<file path="src/rtl/ascc_pkg.sv">
// Shared types, codes and constants of the credential checker.
package ascc_pkg;

    localparam int MAX_GROUPS_DEF     = 16;
    localparam int MAX_BLOB_BYTES_DEF = 512;
    localparam int MIN_SYS_BYTES      = 20;
    localparam int CFG_IDX_W          = 2;
    localparam int CFG_DATA_W         = 32;

    localparam logic [31:0] ID_LIMIT     = 32'd65535;
    localparam logic [31:0] ANON_DEFAULT = 32'd65534;
    localparam logic [31:0] WORD_BYTES   = 32'd4;
    localparam logic [31:0] PAD_MASK     = 32'd3;

    localparam logic [7:0] FLAVOR_NONE = 8'd1;
    localparam logic [7:0] FLAVOR_SYS  = 8'd2;

    typedef enum logic [1:0] {
        ST_OK          = 2'd0,
        ST_INVALID     = 2'd1,
        ST_UNSUPPORTED = 2'd2
    } t_status;

    typedef enum logic [2:0] {
        PH_FLAVOR  = 3'd0,
        PH_STAMP   = 3'd1,
        PH_NAMELEN = 3'd2,
        PH_SKIP    = 3'd3,
        PH_UID     = 3'd4,
        PH_GID     = 3'd5,
        PH_COUNT   = 3'd6,
        PH_GIDS    = 3'd7
    } t_phase;

    typedef enum logic [1:0] {
        EM_IDLE = 2'd0,
        EM_HEAD = 2'd1,
        EM_LIST = 2'd2
    } t_emit_state;

    typedef enum logic [CFG_IDX_W-1:0] {
        CFG_ROOT_SQUASH = 2'd0,
        CFG_ALL_SQUASH  = 2'd1,
        CFG_ANON_UID    = 2'd2,
        CFG_ANON_GID    = 2'd3
    } t_cfg_idx;

    typedef struct packed {
        logic        root_squash;
        logic        all_squash;
        logic [31:0] anon_uid;
        logic [31:0] anon_gid;
    } t_cfg;

    typedef struct packed {
        t_status     status;
        logic        flavor_sys;
        logic        squash;
        logic        trunc;
        logic [31:0] uid;
        logic [31:0] gid;
        logic [31:0] name_len;
    } t_summary;

endpackage

</file>
<file path="src/rtl/ascc_parse.sv">
// Byte-wise credential parser that fills the group store and builds the blob summary.
module ascc_parse import ascc_pkg::*; #(
    parameter int MAX_GROUPS     = MAX_GROUPS_DEF,
    parameter int MAX_BLOB_BYTES = MAX_BLOB_BYTES_DEF
) (
    input  logic                                                  i_clk,
    input  logic                                                  i_rst_n,
    input  logic                                                  i_take,
    input  logic [7:0]                                            i_byte,
    input  logic                                                  i_present,
    input  logic                                                  i_final,
    input  t_cfg                                                  i_cfg,
    output logic                                                  o_mem_we,
    output logic [((MAX_GROUPS > 1) ? $clog2(MAX_GROUPS) : 1)-1:0] o_mem_addr,
    output logic [31:0]                                           o_mem_data,
    output logic                                                  o_done,
    output t_summary                                              o_sum,
    output logic [$clog2(MAX_GROUPS + 2)-1:0]                     o_cnt
);

    localparam int AW = (MAX_GROUPS > 1) ? $clog2(MAX_GROUPS) : 1;
    localparam int CW = $clog2(MAX_GROUPS + 2);
    localparam int OW = $clog2(MAX_BLOB_BYTES + 2);
    localparam logic [OW-1:0] OFF_MAX  = OW'(MAX_BLOB_BYTES);
    localparam logic [OW-1:0] OFF_MIN  = OW'(MIN_SYS_BYTES);
    localparam logic [CW-1:0] SEEN_MAX = CW'(MAX_GROUPS);

    logic [OW-1:0] r_offset, n_offset;
    t_phase        r_phase, n_phase;
    logic [7:0]    r_flavor, n_flavor;
    logic [31:0]   r_shift, n_shift;
    logic [31:0]   r_name_len, n_name_len;
    logic [31:0]   r_skip, n_skip;
    logic [31:0]   r_uid, n_uid;
    logic [31:0]   r_gid, n_gid;
    logic [31:0]   r_claimed, n_claimed;
    logic [CW-1:0] r_seen, n_seen;
    logic [1:0]    r_fail, n_fail;
    logic          r_done, n_done;
    t_summary      r_sum, n_sum;
    logic [CW-1:0] r_cnt, n_cnt;

    logic [31:0]   word;
    logic [31:0]   skip_dec;
    logic          bad;
    logic          squash;
    logic          trunc;

    always_ff @(posedge i_clk) begin
        if (!i_rst_n) begin
            r_offset   <= '0;
            r_phase    <= PH_FLAVOR;
            r_flavor   <= '0;
            r_shift    <= '0;
            r_name_len <= '0;
            r_skip     <= '0;
            r_uid      <= '0;
            r_gid      <= '0;
            r_claimed  <= '0;
            r_seen     <= '0;
            r_fail     <= '0;
            r_done     <= 1'b0;
        end else begin
            r_offset   <= n_offset;
            r_phase    <= n_phase;
            r_flavor   <= n_flavor;
            r_shift    <= n_shift;
            r_name_len <= n_name_len;
            r_skip     <= n_skip;
            r_uid      <= n_uid;
            r_gid      <= n_gid;
            r_claimed  <= n_claimed;
            r_seen     <= n_seen;
            r_fail     <= n_fail;
            r_done     <= n_done;
        end
    end

    always_ff @(posedge i_clk) begin
        r_sum <= n_sum;
        r_cnt <= n_cnt;
    end

    always_comb begin
        n_offset   = r_offset;
        n_phase    = r_phase;
        n_flavor   = r_flavor;
        n_shift    = r_shift;
        n_name_len = r_name_len;
        n_skip     = r_skip;
        n_uid      = r_uid;
        n_gid      = r_gid;
        n_claimed  = r_claimed;
        n_seen     = r_seen;
        n_fail     = r_fail;
        n_done     = 1'b0;
        n_sum      = r_sum;
        n_cnt      = r_cnt;
        o_mem_we   = 1'b0;
        word       = {r_shift[23:0], i_byte};
        skip_dec   = (r_skip != '0) ? r_skip - 32'd1 : r_skip;
        bad        = 1'b0;
        squash     = 1'b0;
        trunc      = 1'b0;

        if (i_take && i_present) begin
            if (r_offset >= OFF_MAX) begin
                n_offset  = OFF_MAX + OW'(1);
                n_fail[1] = 1'b1;
            end else begin
                n_offset = r_offset + OW'(1);
                if (r_offset == '0) begin
                    n_flavor = i_byte;
                    if (i_byte == FLAVOR_SYS) begin
                        n_phase = PH_STAMP;
                        n_skip  = WORD_BYTES;
                        n_shift = '0;
                    end
                end else if (r_flavor == FLAVOR_SYS) begin
                    if (r_phase == PH_SKIP) begin
                        n_skip = skip_dec;
                        if (skip_dec == '0) begin
                            n_phase = PH_UID;
                            n_skip  = WORD_BYTES;
                            n_shift = '0;
                        end
                    end else if (!(r_phase == PH_GIDS && r_claimed == '0)) begin
                        n_shift = word;
                        n_skip  = skip_dec;
                        if (skip_dec == '0) begin
                            n_skip  = WORD_BYTES;
                            n_shift = '0;
                            unique case (r_phase)
                                PH_STAMP: begin
                                    n_phase = PH_NAMELEN;
                                end
                                PH_NAMELEN: begin
                                    // Name plus padding to a word boundary from the blob start.
                                    n_name_len = word;
                                    n_skip     = word | PAD_MASK;
                                    n_phase    = PH_SKIP;
                                end
                                PH_UID: begin
                                    n_uid   = word;
                                    n_phase = PH_GID;
                                end
                                PH_GID: begin
                                    n_gid   = word;
                                    n_phase = PH_COUNT;
                                end
                                PH_COUNT: begin
                                    n_claimed = word;
                                    n_phase   = PH_GIDS;
                                end
                                PH_GIDS: begin
                                    if (word > ID_LIMIT) begin
                                        n_fail[0] = 1'b1;
                                    end
                                    if (r_seen < SEEN_MAX) begin
                                        o_mem_we = 1'b1;
                                    end
                                    if (r_seen <= SEEN_MAX) begin
                                        n_seen = r_seen + CW'(1);
                                    end
                                    n_claimed = r_claimed - 32'd1;
                                end
                                default: begin
                                end
                            endcase
                        end
                    end
                end
            end
        end

        if (i_take && i_final) begin
            n_done = 1'b1;
            n_sum  = '{status: ST_INVALID, flavor_sys: 1'b0, squash: 1'b0, trunc: 1'b0,
                       uid: '0, gid: '0, name_len: '0};
            n_cnt  = '0;
            bad    = (n_fail != '0) || (n_offset < OFF_MIN) || (n_phase != PH_GIDS) ||
                     (n_name_len == '0) || (n_uid > ID_LIMIT) || (n_gid > ID_LIMIT);
            squash = i_cfg.all_squash || (i_cfg.root_squash && n_uid == '0);
            trunc  = n_seen > SEEN_MAX;
            if (n_offset == '0) begin
                n_sum.status = ST_INVALID;
            end else if (n_flavor == FLAVOR_NONE) begin
                n_sum.status = ST_OK;
            end else if (n_flavor != FLAVOR_SYS) begin
                n_sum.status = ST_UNSUPPORTED;
            end else if (bad) begin
                n_sum.flavor_sys = 1'b1;
            end else if (squash) begin
                n_sum = '{status: ST_OK, flavor_sys: 1'b1, squash: 1'b1, trunc: 1'b0,
                          uid: i_cfg.anon_uid, gid: i_cfg.anon_gid, name_len: n_name_len};
                n_cnt = CW'(1);
            end else begin
                n_sum = '{status: ST_OK, flavor_sys: 1'b1, squash: 1'b0, trunc: trunc,
                          uid: n_uid, gid: n_gid, name_len: n_name_len};
                n_cnt = trunc ? SEEN_MAX : n_seen;
            end

            n_offset   = '0;
            n_phase    = PH_FLAVOR;
            n_flavor   = '0;
            n_shift    = '0;
            n_name_len = '0;
            n_skip     = '0;
            n_uid      = '0;
            n_gid      = '0;
            n_claimed  = '0;
            n_seen     = '0;
            n_fail     = '0;
        end
    end

    assign o_mem_addr = r_seen[AW-1:0];
    assign o_mem_data = word;
    assign o_done     = r_done;
    assign o_sum      = r_sum;
    assign o_cnt      = r_cnt;

endmodule

</file>
<file path="config.mk">
export PLATFORM = sky130hd
export DESIGN_NAME = ascc_parse
export DESIGN_NICKNAME = d
export VERILOG_FILES = /design/src/rtl/ascc_pkg.sv /design/src/rtl/ascc_parse.sv
export SDC_FILE = /design/constraint.sdc
export NUM_CORES = 1
export LEC_CHECK = 0
export ABC_AREA = 1
export BUFFER_PORTS_ARGS = -buffer_cell sky130_fd_sc_hd__clkbuf_2
export CAP_MARGIN = 20
export CORE_MARGIN = 8
export CORE_UTILIZATION = 45
export CTS_BUF_LIST = sky130_fd_sc_hd__clkbuf_4 sky130_fd_sc_hd__clkbuf_8 sky130_fd_sc_hd__clkbuf_16
export DETAILED_ROUTE_END_ITERATION = 6
export HOLD_SLACK_MARGIN = 0.02
export SYNTH_ARGS = -nofsm -noshare
export SYNTH_HDL_FRONTEND = slang
export SYNTH_SLANG_ARGS = --single-unit
export TNS_END_PERCENT = 5
</file>
<file path="constraint.sdc">
create_clock -name i_clk -period 9.45 [get_ports i_clk]
set_clock_uncertainty 0.15 [all_clocks]
set_input_delay 0.4725 -clock i_clk [delete_from_list [all_inputs] [get_ports i_clk]]
set_output_delay 0.4725 -clock i_clk [all_outputs]
set_load 0.005 [all_outputs]
</file>
Yosys cells after proc, flatten, opt, wreduce, memory -nomap -nowiden
Cells that the tools add are included.
{"block": "word_totals", "ff_bits": 319, "out_inout_bits": 144, "wordCells": 175}
{"block": "op_classes", "add_sub_neg": 4, "n_lt_le_gt_ge": 8, "eq_ne": 15, "muxes": 91, "bitwise_logic": 5, "reduce_logical": 29}
{"op": "$mux 32", "count": 33}
{"op": "$mux 24", "count": 7}
{"op": "$logic_not 32->1", "count": 4}
{"op": "$mux 98", "count": 1}
{"op": "$gt 32x16->1 const B", "count": 3}
{"op": "$pmux 32 s2", "count": 1}
{"op": "$sub 32x1->32 const B", "count": 2}
{"op": "$mux 5", "count": 10}
{"op": "$reduce_bool 32->1", "count": 1}
{"op": "$mux 3", "count": 9}
{"op": "$mux 8", "count": 3}
{"op": "$mux 1", "count": 22}
{"op": "$logic_not 10->1", "count": 2}
{"op": "$mux 10", "count": 2}
{"op": "$eq 8x2->1 const B", "count": 2}
{"op": "$pmux 3 s5", "count": 1}
{"op": "$eq 3x3->1 const B", "count": 4}
{"op": "$add 10x1->10 const B", "count": 1}
{"op": "$ge 10x10->1 const B", "count": 1}
{"op": "$lt 10x5->1 const B", "count": 1}
{"op": "$eq 8x1->1 const B", "count": 1}
{"op": "$ne 8x2->1 const B", "count": 1}
{"op": "$reduce_and 8->1", "count": 1}
{"op": "$eq 3x2->1 const B", "count": 2}
{"op": "20 further kinds", "count": 37}

Depth between registers and ports, before layout
Gate-level depths: netlist of run 1.
{"block": "depth", "ltp_word": 19, "depth_mapped": 28}

Worst setup path after synthesis of run 1
OpenSTA, ideal clock, no wires.
{"block": "synth_path", "kind": "input port to flip-flop", "start": "input i_take", "end": "register r_shift[1]", "setup_time_ps": 138, "arrival_time_ps": 3858, "path_slack_ps": 5304, "stages": 7, "path_buffers": 2, "path_cell_list": "nand2_1 > inv_1 > nor2_1 > inv_1 > clkbuf_1 > clkbuf_1 > a211oi_1"}
{"block": "synth_via", "elab_chain_cells": 2, "elab_cells_between_ends": 4}
{"element": "from (decl)", "line": "ascc_parse.sv:8", "source": "input logic i_take,"}
{"element": "$logic_and 1x1->1, on equally long branches", "line": "ascc_parse.sv:106, ascc_parse.sv:176"}
{"element": "$reduce_and 6->1 (no source line) / $reduce_or 2->1 (equally long branches)"}
{"element": "to (signal assigned)", "line": "ascc_parse.sv:67", "source": "r_shift <= n_shift;"}
{"element": "to (decl)", "line": "ascc_parse.sv:31", "source": "logic [31:0] r_shift, n_shift;"}
Several ways; a longest one is shown, not always the timed one.
A chain may end at the register's enable or synchronous reset.

Final worst setup path of run 1
{"block": "layout_path", "start": "register r_skip[0]", "end": "register r_sum (netlist bit o_sum[54]) (data pin)"}
{"block": "layout_via", "elab_chain_cells": 17, "elab_cells_between_ends": 55}
{"element": "from (decl)", "line": "ascc_parse.sv:33", "source": "logic [31:0] r_skip, n_skip;"}
{"element": "from (signal assigned)", "line": "ascc_parse.sv:69", "source": "r_skip <= n_skip;"}
{"element": "$sub 32x1->32 / $reduce_bool 32->1 (equally long branches)", "line": "ascc_parse.sv:101", "source": "skip_dec = (r_skip != '0) ? r_skip - 32'd1 : r_skip;"}
{"element": "$mux 32 (*)", "line": "ascc_parse.sv:101"}
{"element": "$logic_not 32->1 (*)", "line": "ascc_parse.sv:122, ascc_parse.sv:130"}
{"element": "parallel branches: the longest is 14 deep, another holds $gt 32x16->1"}
{"element": "to (signal assigned)", "line": "ascc_parse.sv:80", "source": "r_sum <= n_sum;"}
{"element": "to (decl)", "line": "ascc_parse.sv:40", "source": "t_summary r_sum, n_sum;"}
Mark *: on every way between the ends.

==> results.ini, run 1 <==
[placement]
gp_congestion=0.952
dp_cells=2899
hpwl_mm=38.4
dp_slack_ns=3.16
numPortBuffers=222
dpl_cell_area_mm2=0.0177

[clock_tree]
cts_resized=0
clk_latency_ns=0.56
clock-sinks=319
cts.path.max_buffers=3
cts.htree.levels=2
hold_buffers=1
cts_tree=done
clk_pin_slew_ns=0.06
cts_root_buf=clkbuf_16
cts_buffers=38
postCtsSetupBuffers=0

[power_and_ir_drop]
power.total_mw=4.33
cellPowerDensity_mw_per_mm2=227
p_seq_share_pct=33.5
p_int_mw=2.62
power_frac_comb_pct=32.4
clkPwrFrac_pct=34.1
switching_share_pct=39.5
leakage_nw=8.55
ir_drop_uv=486
power.switching_mw=1.71

[outcome]
status=finished, final reports clean

[yosys]
yosysSeqAreaShare_pct=45.3
netlist_instances=2317
netlist_area_mm2=0.0164
synth_warnings=0
ys_seq_elements=319
synth_area_per_cell_um2=7.09
synth_enable_flop_cells=106
synth.distinct_cells=49
ys.flop_type=dfxtp_1
syn_nets=2402
async_reset_ff_share_pct=0

[critical_path]
cp.required_ns=9.60
r2r_cells=23
max_stage_delay_ns=0.78
crit_buf_inv=4
r2r_setup_slack_ns=3.36
crit_path_max_fanout=63
crit_chain=inv_1 -> ha_1 -> nand2_2 -> nor2_4 -> nand2_4 -> inv_2 -> nand2_2 -> nand3_1 -> nand2_1 -> nor2_1 -> nand2_1 -> nor2_4 -> nand3_4 -> nand2_1 -> o21ai_1 -> inv_1 -> nand3_1 -> nor2_1 -> nand4_2 -> nand2_2 -> inv_2 -> nor2_1 -> nor2_2
endpoint_kind=register
slowest_stage=nand4_2
timing.rr.start=r_skip[0]
crit_type=reg2reg
path_delay_family=simple AND/OR/NAND/NOR gates
critPathArrivalTime_ns=6.24
startpoint_type=register
r2r-end=o_sum[54]

[worst_hold_path]
min_path_type=in2reg
hold_depth=3
hp-start=i_final
min_to=o_done

[routing]
via_per_inst=5.33
post-route-drc-count=0
ant_nets=0
wl_per_cell_um=18.6
drt_iter0_markers=1526
num_vias=15900
routed_wl_mm=55.4
firstDrtPassIters=5

[sta]
setup_viol=0
fin_hold_ws_ns=0.0575
relSlewSlack_pct=26.8
rsz0062_at_grt=false
worstMarginPinSlew_ns=1.09
timing.fmax_mhz=164
fin_crit_ns=6.09
slew_violations=0
hold_violations=0
fin_ws_ns=3.36
fin_crit_sh_pct=64.5
tns_ns=0

[floorplan]
die_area_mm2=0.0429
initial_core_util_pct=45.3
dieHeight_um=207
core_area_mm2=0.0363
num_rows=70
ioPinCount=223
die_w_um=207

[grt]
overflow=0
gr-usage-all-layers_pct=25.2
grt_max_degree=106
antenna_found_initial=2
grt_pass1_wl_mm=86.2
grt_pass1_vias=14900

[layout]
fin_area_mm2=0.0191
drive_above_1_share_pct=15.1
num-nets-final=2561
final_util_pct=52.6
area_delta_synth_final_pct=16.1
mostFrequentLayoutCells=nand2_1, nor2_1, clkbuf_2, inv_1, dfxtp_1
layout_commonest_cell=nand2_1
final_cells=2973

[run]
drv_cap=0

[synth_stat cells (all sizes together), types with 9 or more instances]
master	instances	area [µm²]
xor2	11	96.3
nor2	521	2080
a31oi	16	100
nand3	190	983
nor3	15	75.1
a21oi	87	435
dfxtp	213	4260
a211oi	25	188
nor4	12	81.3
inv	225	845
o211ai	31	233
edfxtp	106	3180
clkbuf	75	282
buf	49	332
o21ai	99	495
or2	9	56.3
nand4	45	294
nand2	550	2090
[logic make-up after synthesis]
kind of cell / Yosys count / synth area share [%]
AOI/OAI and AO/OA: 274 / 9.62
xor gates and xnor gates: 17 / 0.907
adders and majority gates: 6 / 0.457
buffers and inverters: 353 / 8.97
DFF: 319 / 45.3
and+or+nand+nor: 1348 / 34.7
[metal layers]
metal	global-route usage, %	part of all wire [%]	wire, µm
met5	0	0.023	13
met4	8.90	3.2	1750
met3	4.45	6.7	3730
met2	41.4	47	25900
met1	32.9	43	24000
[flip-flops by register name (all words and copies together) (netlist names)]
| signal | count |
|---|---|
| o_sum | 101 |
| r_claimed | 32 |
| r_gid | 32 |
| r_name_len | 32 |
| r_skip | 32 |
| r_uid | 32 |
| r_shift | 24 |
| r_offset | 10 |
| r_flavor | 8 |
| o_cnt | 5 |
| r_seen | 5 |
| r_phase | 3 |
| r_fail | 2 |
| o_done | 1 |
[worst min-delay path: cells and delay by family]
family,cells,cell delay [ns]
AND/OR/NAND/NOR,2,0.16
buffers and inverters,1,0.08
[layout make-up]
cell class	instances	area, µm²
Tap cell	468	586
Fill cell	3658	17200
Antenna cell	1	2.50
Clock buffer	56	1180
Clock inverter	12	81.3
Multi-Input combinational cell	1645	7550
Inverter	229	865
Timing Repair Buffer	243	1340
Sequential cell	319	7450
[how the worst max path moves through the flow]
stage,end,startpoint,cells after the start
floorplan,r_shift[1],i_take,7
global placement,o_sum[92],i_take,19
detailed placement,o_sum[90],i_take,19
CTS,o_sum[54],r_skip[0],23
global route,o_sum[54],r_skip[22],22
finish,o_sum[54],r_skip[0],23
[power by group through the flow]
stage	registers (mW)	clock network (mW)	logic, mW
2_1_floorplan	1.47	0	0.985
3_3_place_gp	1.48	0	1.38
3_5_place_dp	1.48	0	1.38
4_1_cts	1.45	1.50	1.38
5_1_grt	1.45	1.55	1.53
6_report	1.45	1.48	1.40
(Power assumes the default switching activity.)
==> run 2: changes to the inputs <==
- PLACE_DENSITY: not set -> 0.67
- clock period: 9.45 -> 5.1 ns (I/O delays scaled with it)
==> results.ini, run 2 (synthesis gave the netlist of run 1 again) <==
[floorplan]
die_area_mm2=0.0429  ; unchanged
core_area_mm2=0.0363  ; unchanged
die_w_um=207  ; unchanged
ioPinCount=223  ; unchanged
initial_core_util_pct=45.3  ; unchanged
dieHeight_um=207  ; unchanged
num_rows=70  ; unchanged

[routing]
routed_wl_mm=57.0  ; +3.0%
firstDrtPassIters=7  ; +2
wl_per_cell_um=18.6  ; -0.15%
ant_nets=0  ; unchanged
drt_iter0_markers=1380  ; -9.6%
num_vias=16400  ; +3.6%
post-route-drc-count=0  ; unchanged
via_per_inst=5.36  ; +0.50%

[critical_path]
r2r_setup_slack_ns=0.40  ; -2.96 ns
crit_end=o_sum[53]
critPathArrivalTime_ns=4.92  ; -1.32 ns
startpoint_type=register
crit_type=reg2reg
crit_start=r_skip[0]
r2r_cells=27  ; +17%
timing.rr.start=r_skip[0]
cp.required_ns=5.33  ; -4.27 ns
endpoint_kind=register
r2r-end=o_sum[53]
crit_path_max_fanout=50  ; -21%

[outcome]
status=finished, final reports clean

[grt]
grt_max_degree=95  ; -10%
antenna_found_initial=2  ; unchanged
gr-usage-all-layers_pct=25.5  ; +0.37 points
overflow=0  ; unchanged
grt_pass1_vias=15600  ; +4.9%
grt_pass1_wl_mm=88.3  ; +2.5%

[run]
drv_cap=0  ; unchanged

[layout]
seq_area_mm2=0.00745  ; unchanged
num-nets-final=2654  ; +3.6%
area_delta_synth_final_pct=21.5
largest_reg_flops=101  ; unchanged
layout_commonest_cell=nand2_1
multi_input_area_mm2=0.00755  ; about the same
drive_above_1_share_pct=15.6  ; +0.46 points
mostFrequentLayoutCells=nand2_1, nor2_1, clkbuf_2, inv_1, dfxtp_1
fin_area_mm2=0.0200  ; +4.7%
fillers=3487  ; -4.7%

[sta]
timing.fmax_mhz=213  ; +30%
worstMarginPinSlew_ns=1.03  ; -0.0647 ns
fin_ws_ns=0.403  ; -2.96 ns
rsz0062_at_grt=false
relSlewSlack_pct=31.4  ; +4.6 points
hold_violations=0  ; unchanged
slew_violations=0  ; unchanged
fin_crit_ns=4.70  ; -1.39 ns
setup_viol=0  ; unchanged
fin_crit_sh_pct=92.1  ; +28 points
tns_ns=0  ; unchanged

[clock_tree]
clk_latency_ns=0.54  ; -0.02 ns
cts.path.max_buffers=3  ; unchanged
clock-sinks=319  ; unchanged
cts.htree.levels=2  ; unchanged
cts_buffers=37  ; -2.6%
cts_tree=done
cts_root_buf=clkbuf_16
clk_pin_slew_ns=0.06  ; about the same

[placement]
hpwl_mm=39.6  ; +3.1%
dpl_cell_area_mm2=0.0180  ; +1.4%
numPortBuffers=222  ; unchanged
gp_congestion=0.978  ; +2.7%
dp_slack_ns=0.324  ; -2.83 ns

[power_and_ir_drop]
cellPowerDensity_mw_per_mm2=414  ; +82%
ir_drop_uv=772  ; +59%
leakage_nw=8.98  ; +5.0%

[worst_hold_path]
hp-start=i_byte[1]
min_path_type=in2reg

## run 2: cell count changes in the layout (fill, tap and decap cells not counted), sizes merged
cell / before / now
dlygate4sd3: 1 / 69
buf: 20 / 46
bufinv: 0 / 1
clkbuf: 278 / 277
clkinv: 13 / 14
clkinvlp: 1 / 0
inv: 227 / 226
## run 2: worst min-delay path by stage
| stage | cells after the start | slack (ns) | end |
|---|---|---|---|
| after floorplan | 2 | 0.24 | o_done |
| final | 3 | 0.05 | r_shift[1] |
| after global placement | 2 | 0.30 | r_fail[0] |
| after global routing | 3 | 0.06 | r_shift[2] |
| after CTS | 3 | 0.03 | r_shift[1] |
| after detailed placement | 2 | 0.31 | r_claimed[19] |
## run 2: final cells by class
cell class,instances,area share (%)
Timing Repair Buffer,337,11.5
Clock buffer,55,5.56
Antenna cell,1,0.0125
Tap cell,468,2.93
Inverter,229,4.33
Sequential cell,319,37.3
Multi-Input combinational cell,1645,37.8
Clock inverter,12,0.545
## run 2: report_power, final
group	switching, mW	total, mW	leakage [nW]	internal (mW)
combinational	2.10	2.93	5.62	0.828
clock	1.08	2.65	0.621	1.57
sequential	0.0325	2.69	2.74	2.66
## run 2: repair_timing
item / CTS / global route
gates resized for setup: 0 / 5
setup buffers: 0 / 2
endpoints found under the setup margin: 0 / 64
hold buffers: 69 / 0
endpoints found under the hold margin: 70 / 0
## run 2: critical path, stage by stage (launching register included)
cell and delay [ns]:
dfxtp_1 0.32, inv_1 0.09, ha_1 0.27, nand2_2 0.13, nor2_4 0.22, nand2_4 0.10, inv_2 0.06, nand2_2 0.21
buf_4 0.28, nand3_1 0.17, nand2_1 0.07, nor2_1 0.14, nand2_1 0.13, nor2_4 0.21, buf_12 0.15, nand4_2 0.08
buf_6 0.24, nand2_1 0.09, nand2_1 0.07, inv_1 0.07, nand2_1 0.05, nor2_1 0.08, nand2_1 0.10, nor2_2 0.17
nand3_2 0.20, nor2_4 0.25, nand2_8 0.22, nor2_2 0.17
## run 2: through the flow
step	utilization (%)	cells	power, mW	hold WS (ns)
2_1_floorplan	-	2317	4.56	0.239
3_3_place_gp	49.5	2925	5.46	0.300
3_5_place_dp	49.5	2925	5.46	0.311
4_1_cts	54.8	3061	8.14	0.0343
5_1_grt	55.0	3066	8.67	0.0608
6_report	55.0	3066	8.27	0.0470
## run 2: routing by layer
metal / up-vias / track usage [%] / share of wire (%)
met5: - / 0 / 0.023
met4: 2 / 12.1 / 4.8
met3: 149 / 4.30 / 6.7
met2: 587 / 41.7 / 46
met1: 7702 / 32.6 / 42
li1: 7990 / - / -
